<file path="config.mk">
export PLATFORM = sky130hd
export DESIGN_NAME = sorted_priority_task_queue_core
export DESIGN_NICKNAME = d
export VERILOG_FILES = /design/src/rtl/sptq_pkg.sv /design/src/rtl/sorted_priority_task_queue_core.sv /design/src/rtl/sptq_ctrl.sv /design/src/rtl/sptq_datapath.sv
export SDC_FILE = /design/constraint.sdc
export NUM_CORES = 2
export LEC_CHECK = 0
export BUFFER_PORTS_ARGS = -buffer_cell sky130_fd_sc_hd__buf_2
export CAP_MARGIN = 15
export CORE_UTILIZATION = 41
export DETAILED_ROUTE_END_ITERATION = 10
export HOLD_SLACK_MARGIN = 0.15
export PLACE_DENSITY_LB_ADDON = 0.12
export RECOVER_POWER = 100
export SLEW_MARGIN = 20
export SYNTH_ARGS = -nofsm -noshare
export SYNTH_HDL_FRONTEND = slang
export SYNTH_HIERARCHICAL = 1
export SYNTH_SLANG_ARGS = --single-unit
</file>
<file path="constraint.sdc">
create_clock -name clock -period 5.9 [get_ports clock]
set_input_delay 0.295 -clock clock [delete_from_list [all_inputs] [get_ports clock]]
set_output_delay 0.295 -clock clock [all_outputs]
set_load 0.01 [all_outputs]
</file>
<file path="src/rtl/sptq_pkg.sv">
// shared types and codes for the sorted priority task queue
package sptq_pkg;

   typedef enum logic [1:0] {
      ACT_INSERT = 2'd0,
      ACT_POP    = 2'd1,
      ACT_REMOVE = 2'd2,
      ACT_LIST   = 2'd3
   } action_type;

   typedef enum logic [1:0] {
      ST_OK       = 2'd0,
      ST_EMPTY    = 2'd1,
      ST_NOTFOUND = 2'd2,
      ST_FULL     = 2'd3
   } status_type;

   typedef enum logic {
      S_IDLE = 1'b0,
      S_LIST = 1'b1
   } state_type;

   localparam int unsigned ID_W   = 16;
   localparam int unsigned PRIO_W = 8;

   typedef struct packed {
      action_type          action;
      logic [ID_W-1:0]     task_id;
      logic [PRIO_W-1:0]   task_priority;
   } req_type;

   typedef struct packed {
      status_type          status;
      logic [ID_W-1:0]     out_id;
      logic [PRIO_W-1:0]   out_priority;
      logic                last;
   } rsp_type;

   // commands from the controller to the datapath
   typedef struct packed {
      logic insert;
      logic pop;
      logic remove;
      logic list_empty;
      logic list_begin;
      logic list_step;
   } cmd_type;

   // status from the datapath to the controller
   typedef struct packed {
      logic empty;
      logic list_done;
   } stat_type;

endpackage

</file>
<file path="src/rtl/sorted_priority_task_queue_core.sv">
// Sorted priority task queue: QUEUE_DEPTH (id, priority) entries kept in
// descending priority order in a row of registered cells. An action is
// taken when start is high and busy is low. Insert, pop and remove-by-id
// finish in the cycle they are taken: all cells compare against the
// request at once and shift in one step, so one such action can be taken
// every cycle and its single result appears on rsp_valid/rsp_data in the
// next cycle. A list action on a non-empty queue raises busy while the
// cells rotate past the head, one result per cycle, the final one flagged
// by last; a list of an empty queue gives one result with empty status.
// Results are strobed for one cycle and cannot be held off.
module sorted_priority_task_queue_core #(
   parameter int unsigned QUEUE_DEPTH = 16
) (
   input  logic               clock,
   input  logic               reset,
   input  logic               start,
   output logic               busy,
   input  sptq_pkg::req_type  req_data,
   output logic               rsp_valid,
   output sptq_pkg::rsp_type  rsp_data
);

   sptq_pkg::cmd_type  cmd;
   sptq_pkg::stat_type stat;

   sptq_ctrl u_ctrl (
      .clock  (clock),
      .reset  (reset),
      .start  (start),
      .action (req_data.action),
      .stat   (stat),
      .busy   (busy),
      .cmd    (cmd)
   );

   sptq_datapath #(
      .QUEUE_DEPTH (QUEUE_DEPTH)
   ) u_datapath (
      .clock     (clock),
      .reset     (reset),
      .req       (req_data),
      .cmd       (cmd),
      .stat      (stat),
      .rsp_valid (rsp_valid),
      .rsp       (rsp_data)
   );

endmodule

</file>
<file path="src/rtl/sptq_ctrl.sv">
// controller state machine: decodes actions and sequences the list walk
module sptq_ctrl (
   input  logic                  clock,
   input  logic                  reset,
   input  logic                  start,
   input  sptq_pkg::action_type  action,
   input  sptq_pkg::stat_type    stat,
   output logic                  busy,
   output sptq_pkg::cmd_type     cmd
);

   sptq_pkg::state_type state_ff;
   sptq_pkg::state_type state_in;
   logic                accept;

   always_ff @(posedge clock) begin
      if (reset) begin
         state_ff <= sptq_pkg::S_IDLE;
      end else begin
         state_ff <= state_in;
      end
   end

   always_comb begin
      state_in = state_ff;
      cmd      = '0;
      busy     = (state_ff == sptq_pkg::S_LIST);
      accept   = start && (state_ff == sptq_pkg::S_IDLE);
      case (state_ff)
         sptq_pkg::S_IDLE: begin
            if (accept) begin
               case (action)
                  sptq_pkg::ACT_INSERT: cmd.insert = 1'b1;
                  sptq_pkg::ACT_POP:    cmd.pop    = 1'b1;
                  sptq_pkg::ACT_REMOVE: cmd.remove = 1'b1;
                  sptq_pkg::ACT_LIST: begin
                     if (stat.empty) begin
                        cmd.list_empty = 1'b1;
                     end else begin
                        cmd.list_begin = 1'b1;
                        state_in       = sptq_pkg::S_LIST;
                     end
                  end
                  default: cmd = '0;
               endcase
            end
         end
         sptq_pkg::S_LIST: begin
            cmd.list_step = 1'b1;
            if (stat.list_done) begin
               state_in = sptq_pkg::S_IDLE;
            end
         end
         default: state_in = sptq_pkg::S_IDLE;
      endcase
   end

`ifndef SYNTHESIS
   a_list_only_when_busy: assert property (@(posedge clock) disable iff (reset)
      cmd.list_step |-> busy)
      else $error("list step outside list walk");
   a_begin_enters_list: assert property (@(posedge clock) disable iff (reset)
      cmd.list_begin |=> state_ff == sptq_pkg::S_LIST)
      else $error("list begin did not enter list walk");
   a_no_accept_in_list: assert property (@(posedge clock) disable iff (reset)
      busy |-> !(cmd.insert || cmd.pop || cmd.remove || cmd.list_begin))
      else $error("command issued during list walk");
`endif

endmodule

</file>
<file path="src/rtl/sptq_datapath.sv">
// sorted entry array, fill count, list index and result register
module sptq_datapath #(
   parameter int unsigned QUEUE_DEPTH = 16
) (
   input  logic                clock,
   input  logic                reset,
   input  sptq_pkg::req_type   req,
   input  sptq_pkg::cmd_type   cmd,
   output sptq_pkg::stat_type  stat,
   output logic                rsp_valid,
   output sptq_pkg::rsp_type   rsp
);

   localparam int unsigned CW = $clog2(QUEUE_DEPTH + 1);
   localparam int unsigned IW = $clog2(QUEUE_DEPTH);

   logic [sptq_pkg::ID_W-1:0]   ids_ff   [QUEUE_DEPTH];
   logic [sptq_pkg::ID_W-1:0]   ids_in   [QUEUE_DEPTH];
   logic [sptq_pkg::PRIO_W-1:0] prios_ff [QUEUE_DEPTH];
   logic [sptq_pkg::PRIO_W-1:0] prios_in [QUEUE_DEPTH];
   logic [sptq_pkg::ID_W-1:0]   up_id    [QUEUE_DEPTH];
   logic [sptq_pkg::PRIO_W-1:0] up_prio  [QUEUE_DEPTH];
   logic [sptq_pkg::ID_W-1:0]   dn_id    [QUEUE_DEPTH];
   logic [sptq_pkg::PRIO_W-1:0] dn_prio  [QUEUE_DEPTH];

   logic [CW-1:0]          count_ff, count_in;
   logic [IW-1:0]          idx_ff, idx_in;
   logic                   rsp_valid_ff, rsp_valid_in;
   sptq_pkg::rsp_type      rsp_ff, rsp_in;

   logic [QUEUE_DEPTH-1:0] live, gt, prev_gt, match, hit, rm_mask, wrap;
   logic                   found, empty, full, list_done;
   logic [sptq_pkg::PRIO_W-1:0] hit_prio;

   // neighbor taps of each cell
   for (genvar g = 0; g < QUEUE_DEPTH; g++) begin : g_tap
      if (g == QUEUE_DEPTH - 1) begin : g_top
         assign up_id[g]   = ids_ff[0];
         assign up_prio[g] = prios_ff[0];
      end else begin : g_mid
         assign up_id[g]   = ids_ff[g+1];
         assign up_prio[g] = prios_ff[g+1];
      end
      if (g == 0) begin : g_head
         assign dn_id[g]   = req.task_id;
         assign dn_prio[g] = req.task_priority;
         assign prev_gt[g] = 1'b1;
      end else begin : g_body
         assign dn_id[g]   = ids_ff[g-1];
         assign dn_prio[g] = prios_ff[g-1];
         assign prev_gt[g] = gt[g-1];
      end
      assign live[g]  = CW'(g) < count_ff;
      assign gt[g]    = live[g] && (prios_ff[g] > req.task_priority);
      assign match[g] = live[g] && (ids_ff[g] == req.task_id);
      assign wrap[g]  = CW'(g) == (count_ff - CW'(1));
   end

   assign empty     = (count_ff == '0);
   assign full      = (count_ff == CW'(QUEUE_DEPTH));
   assign list_done = (CW'(idx_ff) + CW'(1)) == count_ff;
   assign found     = |match;
   // first match from the head, and every cell from there on shifts up
   assign hit       = match & (~match + QUEUE_DEPTH'(1));
   assign rm_mask   = ~(hit - QUEUE_DEPTH'(1));

   assign stat.empty     = empty;
   assign stat.list_done = list_done;

   always_comb begin
      hit_prio = '0;
      for (int i = 0; i < QUEUE_DEPTH; i++) begin
         hit_prio = hit_prio | (prios_ff[i] & {sptq_pkg::PRIO_W{hit[i]}});
      end
   end

   always_comb begin
      for (int i = 0; i < QUEUE_DEPTH; i++) begin
         ids_in[i]   = ids_ff[i];
         prios_in[i] = prios_ff[i];
         if (cmd.insert && !full && !gt[i]) begin
            if (prev_gt[i]) begin
               ids_in[i]   = req.task_id;
               prios_in[i] = req.task_priority;
            end else begin
               ids_in[i]   = dn_id[i];
               prios_in[i] = dn_prio[i];
            end
         end else if ((cmd.pop && !empty) || (cmd.remove && found && rm_mask[i])) begin
            ids_in[i]   = up_id[i];
            prios_in[i] = up_prio[i];
         end else if (cmd.list_step) begin
            // rotate the live entries by one so the head walks the list
            if (wrap[i]) begin
               ids_in[i]   = ids_ff[0];
               prios_in[i] = prios_ff[0];
            end else begin
               ids_in[i]   = up_id[i];
               prios_in[i] = up_prio[i];
            end
         end
      end
   end

   always_comb begin
      count_in = count_ff;
      if (cmd.insert && !full) begin
         count_in = count_ff + CW'(1);
      end else if ((cmd.pop && !empty) || (cmd.remove && found)) begin
         count_in = count_ff - CW'(1);
      end

      idx_in = idx_ff;
      if (cmd.list_begin) begin
         idx_in = '0;
      end else if (cmd.list_step) begin
         idx_in = idx_ff + IW'(1);
      end

      rsp_valid_in = cmd.insert || cmd.pop || cmd.remove || cmd.list_empty || cmd.list_step;
      rsp_in        = '0;
      rsp_in.status = sptq_pkg::ST_OK;
      rsp_in.last   = 1'b1;
      if (cmd.insert) begin
         if (full) begin
            rsp_in.status = sptq_pkg::ST_FULL;
         end
      end else if (cmd.pop) begin
         if (empty) begin
            rsp_in.status = sptq_pkg::ST_EMPTY;
         end else begin
            rsp_in.out_id       = ids_ff[0];
            rsp_in.out_priority = prios_ff[0];
         end
      end else if (cmd.remove) begin
         if (empty) begin
            rsp_in.status = sptq_pkg::ST_EMPTY;
         end else if (found) begin
            rsp_in.out_id       = req.task_id;
            rsp_in.out_priority = hit_prio;
         end else begin
            rsp_in.status = sptq_pkg::ST_NOTFOUND;
         end
      end else if (cmd.list_empty) begin
         rsp_in.status = sptq_pkg::ST_EMPTY;
      end else if (cmd.list_step) begin
         rsp_in.out_id       = ids_ff[0];
         rsp_in.out_priority = prios_ff[0];
         rsp_in.last         = list_done;
      end
   end

   always_ff @(posedge clock) begin
      for (int i = 0; i < QUEUE_DEPTH; i++) begin
         ids_ff[i]   <= ids_in[i];
         prios_ff[i] <= prios_in[i];
      end
      rsp_ff <= rsp_in;
   end

   always_ff @(posedge clock) begin
      if (reset) begin
         count_ff     <= '0;
         idx_ff       <= '0;
         rsp_valid_ff <= 1'b0;
      end else begin
         count_ff     <= count_in;
         idx_ff       <= idx_in;
         rsp_valid_ff <= rsp_valid_in;
      end
   end

   assign rsp_valid = rsp_valid_ff;
   assign rsp       = rsp_ff;

`ifndef SYNTHESIS
   a_count_bound: assert property (@(posedge clock) disable iff (reset)
      count_ff <= CW'(QUEUE_DEPTH))
      else $error("entry count beyond depth");
   a_full_reject: assert property (@(posedge clock) disable iff (reset)
      cmd.insert && full |=> rsp_valid_ff && rsp_ff.status == sptq_pkg::ST_FULL
         && $stable(count_ff))
      else $error("insert into full queue not rejected");
   a_pop_count: assert property (@(posedge clock) disable iff (reset)
      cmd.pop && !empty |=> count_ff == $past(count_ff) - CW'(1))
      else $error("pop did not shrink the queue");
   a_list_keeps_count: assert property (@(posedge clock) disable iff (reset)
      cmd.list_step |=> $stable(count_ff) && rsp_valid_ff)
      else $error("list step disturbed the count or lost a transfer");
`endif

endmodule
</file>
==> results summary <==
Ranked by total cell area, the synthesized netlist is headed by sky130_fd_sc_hd__edfxtp_1 (34%), sky130_fd_sc_hd__mux2i_1 (7.1%), sky130_fd_sc_hd__ha_1 (5.0%). Once the floorplan was initialized, standard cells occupied 41.40% of the core. Setup violations remaining at the end of the flow were counted as 0.

The clock latency on the worst-skew pair came out at 0.64 ns. The final number of max-transition violations was 90. The net count after synthesis is 3,735. The setup path with the least slack is of type reg -> reg. The horizontal die dimension is 290.0 µm. The depth of the worst register-to-register path came out at 10. Clock tree synthesis found a total of 422 sinks.

The path class of the tightest hold or removal check is in -> reg. The count of endpoints failing hold in the final timing report is 0. The design draws 9.734 mW. The worst stage delay on the critical path is 0.90 ns. The required time of the critical path is 6.14 ns. After synthesis, flip-flops and latches occupy 36.16% of the total area. The share of the clock period used by the worst path after layout is 88.80%. Summed over all instances, the cell type with the most area after synthesis is sky130_fd_sc_hd__edfxtp_1. The relative area change from synthesis to final layout came out at 9.021%.

The worst setup timing slack at the placement stage came out at 1.209 ns. The area share of the leading cell type in the synthesized netlist came out at 33.92%. The worst path arrival time is 5.48 ns.

The detailed router finished its first iteration with 4,752 violations. Entering global routing, the biggest net connects 51 pins. The core footprint came out at 82,110 µm². The number of nets with antenna violations after detailed routing is 0. Setup repair after global routing left no endpoint under its margin. The residual overflow from global routing is 0. The ratio of routed vias to standard cells came out at 7.070.

After synthesis, the mean cell area works out to 9.520 µm². The fmax came out at 190.9 MHz. The library cell used most frequently in the layout, excluding fill and tap cells, is sky130_fd_sc_hd__edfxtp_1. The last weighted congestion value of the routability-driven placer came out at 0.9937.

The cell depth of the worst hold path came out at 2. The worst pin sits at a relative slew slack of -51.35%. The worst setup path is launched from a flop. The power per cell area is 262.6 nW/µm². Between clock sinks in the finished design, the worst skew comes to 0.02673 ns. The total track usage is 36.62%.

The routed length per placed instance is 34.59 µm. The most used flip-flop cell after synthesis is sky130_fd_sc_hd__edfxtp_1. VDD sags by at most 224.3 µV. The number of warning messages in the yosys log came out at 6. The fraction of final layout cells sized beyond drive strength 1 is 11.89%. The die is 290.0 µm tall. In this run the most critical hold path is launched from req_data[14]. Clock tree synthesis selected as its root buffer the cell sky130_fd_sc_hd__clkbuf_16.

In this run the critical register-to-register path is captured at u_datapath/ids_ff[1][13]. The total negative slack for setup checks is 0 ns. The slew at the pin closest to its max-slew limit came out at 2.270 ns. The first global-routing pass estimated 226,000 µm of wire.

The maximum fanout along the worst path came out at 25. The minimum clock period after layout is 5.239 ns. The worst-case clock buffer depth is 3.

The count of port buffers added during placement is 57. The total number of nets in the final design is 3,654. Yosys mapped a number of flops with a built-in enable equal to 384. The initial antenna violation count came out at 10. The most prevalent standard cell on the critical path is sky130_fd_sc_hd__clkbuf_1. The slowest cell on the critical path is sky130_fd_sc_hd__clkbuf_1. Summing all multi-input logic gate instances after layout gives 19,630 µm². The number of unique standard cell types used by synthesis came out at 96. The cell area after synthesis is 34,000 µm². The reported max-cap violation count is 3. The standard cell area after detailed placement is 35,580 µm². The length of the first detailed-routing pass in iterations is 9.

The via count of the first global-routing pass came out at 30,949. For this block, the routed nets add up to 159,300 µm of wire. For this run, design rule violations remaining after detail routing come to 0.

The flip-flop and latch count after synthesis came out at 422. TritonCTS built the clock tree. Leaving out fill and tap cells, the most frequent cells in the layout are sky130_fd_sc_hd__edfxtp_1 (384), sky130_fd_sc_hd__mux2i_1 (240), sky130_fd_sc_hd__nand3_1 (227). STA classifies the critical path endpoint as a flop. The worst setup slack after layout is 0.6610 ns.

The setup slack on the worst flop-to-flop path came out at 0.66 ns. The area of the die came out at 84,070 µm². The clock input transition at the sequential cells of the worst setup and hold paths came out at 0.06 ns.

The flow ran to the end, but the final reports show violations. The worst hold path endpoint is u_datapath/rsp[15]. The share of flip-flops with an asynchronous set or reset came out at 0%.

The initialized floorplan defines 105 standard-cell rows. Once detailed placement completed, the half-perimeter wirelength came to 111,400 µm. The checks that failed: max-capacitance violations, max-slew violations. The H-tree was split into 2 levels. The final design instance area without fill came out at 37,060 µm².

The register area came out at 12,290 µm². Walking the worst path, the cells encountered are clkbuf_1, inv_1, o21ai_1, nand2_1, a2bb2oi_1, nand4b_2, o21ai_0, buf_4, nand3_1, clkbuf_1. After technology mapping, the gate count stands at 3,571. The final route contains 32,559 vias. The count of fill cells added during filler insertion came out at 7,826. The leakage component of the power is 12.84 nW.

The total I/O pin count came out at 58. In this run, CTS created clock tree buffers numbering 54. The startpoint identified for the worst register-to-register timing path is u_datapath/count_ff[2].
[state kept, by name, indices dropped and copies added (netlist names)]
| register | flops |
|---|---|
| u_datapath/ids_ff | 256 |
| u_datapath/prios_ff | 128 |
| u_datapath/rsp | 27 |
| u_datapath/count_ff | 5 |
| u_datapath/idx_ff | 4 |
| u_ctrl/busy | 1 |
| u_datapath/rsp_valid | 1 |
[synth_stat cells (all sizes together), types with 12 or more instances]
cell       n
inv      106
mux2      58
a222oi    32
nand2     77
mux2i    240
nor2     178
a31o      26
nand3    227
a31oi    213
a211oi   127
ha       135
nor4b     12
nor2b    125
o21a      23
o211ai   210
nor3      61
nand4     83
a22oi     43
nor4      46
dfxtp     38
buf      122
a21oi     87
clkbuf   266
a2111oi   32
a221o     24
o22ai     30
a22o      16
o21ai     98
nand2b    39
xnor2    115
edfxtp   384
a21o      22
xor2     152
[cell type report]
cell class	count	area share, %
inverter	106	1.074
antenna	2	0.01350
clock buffer	85	4.264
clock inverter	14	0.2431
multi-input combinational	2655	52.97
sequential	422	33.17
timing repair buffer	251	4.655
tap	1070	3.612
[where the power goes]
group / internal, mW / switching, mW / leakage (nW) / total [mW]
Clock: 1.83 / 1.42 / 0.812 / 3.25
Sequential: 3.69 / 0.389 / 3.86 / 4.08
Combinational: 0.840 / 1.56 / 8.17 / 2.40
[worst max-delay path by stage]
stage / depth (start not counted) / end / start / slack [ns]
final: 10 / u_datapath/ids_ff[1][13] / u_datapath/count_ff[2] / 0.66
after detailed placement: 10 / u_datapath/ids_ff[1][45] / req_data[20] / 1.21
after global placement: 10 / u_datapath/ids_ff[0][2] / u_datapath/count_ff[1] / 0.78
after global routing: 10 / u_datapath/ids_ff[1][7] / u_datapath/count_ff[2] / 0.60
after CTS: 10 / u_datapath/ids_ff[1][45] / u_datapath/count_ff[3] / 1.30
after floorplan: 12 / u_datapath/ids_ff[0][80] / req_data[21] / 1.77
[kinds of logic (layout without fill, tap and decap cells)]
kind of cell	Yosys count	in the layout	share of synthesized area, %
xor+xnor	267	267	6.879
other cells	0	2	0
mux	298	298	8.988
fa+ha+maj	135	135	4.969
simple gates	917	917	14.56
flops	422	422	36.16
compound gates	1038	1038	21.96
buf+inv	494	456	6.481
[critical path: cells and delay by family (launching register included)]
kind | cells | cell delay [ns]
flip-flops | 1 | 0.30
AND/OR/NAND/NOR | 3 | 1.09
buffers and inverters | 4 | 2.16
AO/OA/AOI/OAI | 3 | 1.28
[what timing repair did]
action                                  in CTS  in global routing
endpoints found under the setup margin       0                  0
gates resized for setup                      0                  0
endpoints found under the hold margin        8                  0
hold buffers                                 4                  0
setup buffers                                0                  0
[stage by stage]
step                hold WS (ns)  cells  util [%]
floorplan                 0.3973   3571         -
global placement          0.5468   4498     43.30
detailed placement        0.5930   4499     43.33
CTS                       0.2409   4602     45.41
global route              0.2699   4604     45.13
finish                    0.2777   4605     45.14
[metal layers]
metal / up-vias / part of all wire (%) / global-route usage, %
met3: 482 / 10 / 6.664
met2: 2324 / 43 / 55.15
met1: 16079 / 41 / 49.82
met5: - / 0.081 / 0.8508
li1: 13666 / - / -
met4: 8 / 5.9 / 19.36
(Power assumes the default switching activity.)
